===== src/rtl/carv_mac.sv =====
// ----------------------------------------------------------------------------
// carv_mac: shared multiplier
// One registered product of a signed 34-bit and an unsigned 17-bit operand, rounded and shifted downstream.
// ----------------------------------------------------------------------------
module carv_mac (
  input  logic               clk,
  input  logic signed [33:0] a,
  input  logic        [16:0] b,
  output logic signed [51:0] p
);

  always_ff @(posedge clk) begin
    p <= a * $signed({1'b0, b});
  end

endmodule


===== config.mk =====
export PLATFORM = sky130hd
export DESIGN_NAME = carv_mac
export DESIGN_NICKNAME = d
export VERILOG_FILES = /design/src/rtl/carv_mac.sv
export SDC_FILE = /design/constraint.sdc
export NUM_CORES = 2
export LEC_CHECK = 0
export ABC_AREA = 1
export BUFFER_PORTS_ARGS = -buffer_cell sky130_fd_sc_hd__buf_2
export CAP_MARGIN = 15
export CORE_UTILIZATION = 55
export CTS_CLUSTER_SIZE = 30
export DETAILED_ROUTE_END_ITERATION = 8
export PLACE_DENSITY_LB_ADDON = 0.05
export SYNTH_ARGS = -nofsm -noshare
export SYNTH_HDL_FRONTEND = slang
export SYNTH_SLANG_ARGS = --single-unit

===== constraint.sdc =====
create_clock -name clk -period 11.18 [get_ports clk]
set_input_delay 1.118 -clock clk [delete_from_list [all_inputs] [get_ports clk]]
set_output_delay 1.118 -clock clk [all_outputs]
set_load 0.01 [all_outputs]

==> reports/results.env <==
RUN_STATUS='finished, violations left'
FAILED_CHECKS='design-rule violations'
GLOBAL_ROUTE_WIRE_LENGTH_BEFORE_REPAIR_MM=107
CRIT_SLOWEST_CELL='fa_1'
NNETSFINAL=3831
RSZ_0062_RAISED_AFTER_GLOBAL_ROUTING='false'
SYNTH_AREA_LEADER_CELL='fa_1'
PORTBUFS=103
SYNTH_EDF_COUNT=0
ANTENNADIODECOUNT=0
PLACE.GP.CONGESTION=0.945
CRITICAL_PATH.MAX_STAGE_DELAY_PS=870
YOSYS.CELL_COUNT.TOP_TYPE='inv_1'
REGISTERS.TOP_BY_FF_COUNT='p'
MAX_CAP_VIOLATIONS=0
CLK_PATH_BUF_DEPTH=2
POST_SYNTH_NUM_CELL_TYPES=25
INSTANCE_COUNT_OF_THE_MAPPED_NETLIST=3128
KIND_OF_END_POINT_OF_THE_CRITICAL_PATH='flip-flop'
WL_PER_CELL_UM=17.8
GRT_PASS1_VIAS=20300
PIN_COUNT=104
DETAILEDROUTE.FIRSTITERATIONVIOLATIONS=1013
TOTALNEGATIVESETUPSLACK_PS=0
LARGEST_REGISTER_FFS=52
CRITICAL_PATH_CLASS='in2reg'
CRITICAL_PATH_PEAK_FANOUT=34
ACHIEVABLE-FREQUENCY_MHz=142
CTS.SINK_COUNT=52
PERIOD_NEEDED_PS=7050
DIEAREA_MM2=0.0429
YOSYS_WARNINGS=0
FLOORPLAN.DIE.HEIGHT_UM=207
NFILLCELLS=3974
FINAL_LAYOUT_SIZE_SUFFIX_GT1_SHARE_PCT=5.21
CP_DATA_ARRIVAL_TIME_PS=7270
SYNTH-SEQ-CELLS=52
ROOT_BUFFER='clkbuf_16'
CLK_PIN_SLEW_PS=80
POSTROUTEANTENNANETS=0
POST_DRT_VIA_CELL_RATIO=5.01
GR-USAGE-ALL-LAYERS_PCT=32.2
HOLD_VIOLATIONS=0
SYN_TO_FINAL_GROWTH_PCT=3.80
MAX_SLEW_MARGIN_PCT=28.3
SYNTH_TOP_CELL_AREA_SHARE_PCT=47.7
TRITONCTS.NUM_BUFFERS=5
HOLDBUFCOUNTCTS=0
SYNTHTOPCELLSBYAREA='fa_1 (48%), inv_1 (17%), nand2_1 (16%), ha_1 (6.6%), dfxtp_1 (4.5%)'
ROUTED_WL_MM=64.6
CRITICAL_PATH.STARTPOINT_TYPE='input pin'
HOLD_PATH_CLASS='in2reg'
GRT_ANTENNA_BEFORE_REPAIR=0
CRIT_TOP_CELL='nand2_1'
AREA_TAKEN_BY_MULTI_INPUT_LOGIC_GATES_MM2=0.0177
TIMING.FINAL.SETUP_VIOLATIONS=0
GLOBALROUTE.TOTALOVERFLOW=0
TIGHTESTPINTRANSITION_PS=1080
ROW_COUNT=74
VIAS=18200
POST_SYNTH.CELL_AREA_AVG_UM2=7.40
POST_CTS.REPAIR.SETUP_BUFFERS=0
CTS_REPAIR_RESIZE_COUNT=0
LARGESTREGISTERS='p x52'
PERIOD_SHARE_PCT=63.0
SYN-NUM-NETS=3853
WORSTPATHCELLLIST='buf_2 -> nand2_1 -> inv_1 -> fa_1 -> fa_1 -> inv_1 -> fa_1 -> fa_1 -> fa_1 -> fa_1 -> inv_1 -> ha_1 -> nand2_1 -> inv_1 -> nand2_1 -> nor2_1 -> nand2_1 -> nor2_1 -> nand2_1 -> nand3b_1 -> nand2_1 -> nand2_1'
ASYNC_RESET_FF_SHARE_PCT=0
GRT_MAX_DEGREE=35
FLOORPLAN.CORE_AREA_MM2=0.0412
YOSYS_MOST_USED_DFF='dfxtp_1'
TOP_POST_SYNTHESIS_CELLS_BY_COUNT='inv_1 (1,038), nand2_1 (975), fa_1 (551)'
MAXSLEWVIOLCOUNT=0
DETAIL_ROUTE.FIRST_PASS.ITERATIONS=9
HPWLAFTERDP_MM=52.8
INITIAL_UTILIZATION_PCT=56.2
POST-ROUTE-DRC-COUNT=8
SEQUENTIAL_CELL_AREA_MM2=0.00104
TRITONCTS='done'
SYNTH.CELL_AREA_MM2=0.0231
DIE_X_UM=207
REQUIRED_PS=11410
SEQ_AREA_FRAC_SYNTH_PCT=4.50
CTS.HTREE.LEVELS=2
-- through the flow --
stage | hold slack, ps | cells | area (µm²) | worst slack (ps) | utilization, %
2_1_floorplan | 1390 | 3128 | 23100 | 4850 | -
3_3_place_gp | 1510 | 3631 | 23800 | 3820 | 57.9
3_5_place_dp | 1510 | 3631 | 23800 | 3810 | 57.9
4_1_cts | 1310 | 3639 | 24000 | 4120 | 58.3
5_1_grt | 1330 | 3639 | 24000 | 3790 | 58.3
6_report | 1320 | 3639 | 24000 | 4130 | 58.3
-- critical path: cells and delay by family --
| kind | cells | cell delay, ps |
|---|---|---|
| fa+ha+maj | 7 | 3810 |
| buf+inv | 5 | 1100 |
| simple gates | 10 | 1260 |
-- cell families after synthesis --
logic type	after synthesis	synth area share, %
buffers and inverters	1183	19.2
and+or+nand+nor	1148	19.9
adders and majority gates	673	54.3
DFF	52	4.50
AOI/OAI and AO/OA	42	0.995
xor gates and xnor gates	30	1.14
-- final cells by class --
class / count / area share (%)
Multi-Input combinational cell: 1893 / 73.5
Inverter: 1047 / 16.4
Sequential cell: 52 / 4.33
Tap cell: 532 / 2.77
Timing Repair Buffer: 107 / 2.27
Clock buffer: 6 / 0.578
Clock inverter: 2 / 0.162
-- worst paths after layout --
| kind | from | endpoint | slack [ps] | cells after the start |
|---|---|---|---|---|
| worst max-delay path | b[3] | p[51] | 4130 | 22 |
| worst min-delay path | a[0] | p[0] | 1320 | 3 |
-- cell usage in the layout (no fill, tap or decap) --
master,n
inv_1,1038
nand2_1,975
fa_1,551
ha_1,122
buf_2,103
nor2_1,56
dfxtp_1,52
nand3_1,50
a21oi_1,34
xor2_1,26
nand4_1,16
nand2_2,13
nor2_2,9
inv_2,9
nor2_4,8
nor3_1,6
nand3b_1,6
nor3_2,5
clkbuf_16,5
xnor2_1,4
buf_4,4
o21bai_1,3
a21o_1,2
nand3_2,2
o21ai_0,2
nand2b_1,2
o211ai_2,1
clkinv_4,1
clkbuf_8,1
bufinv_16,1
-- layer usage --
metal | part of all wire [%] | track usage, %
met1 | 41 | 40.1
met2 | 52 | 59.9
met3 | 4.6 | 2.23
met4 | 3.1 | 9.16
met5 | 0 | 0
Power is left out: the tool's default activity adds up to more than one toggle a clock period on the data nets, which glitch-free logic cannot reach.
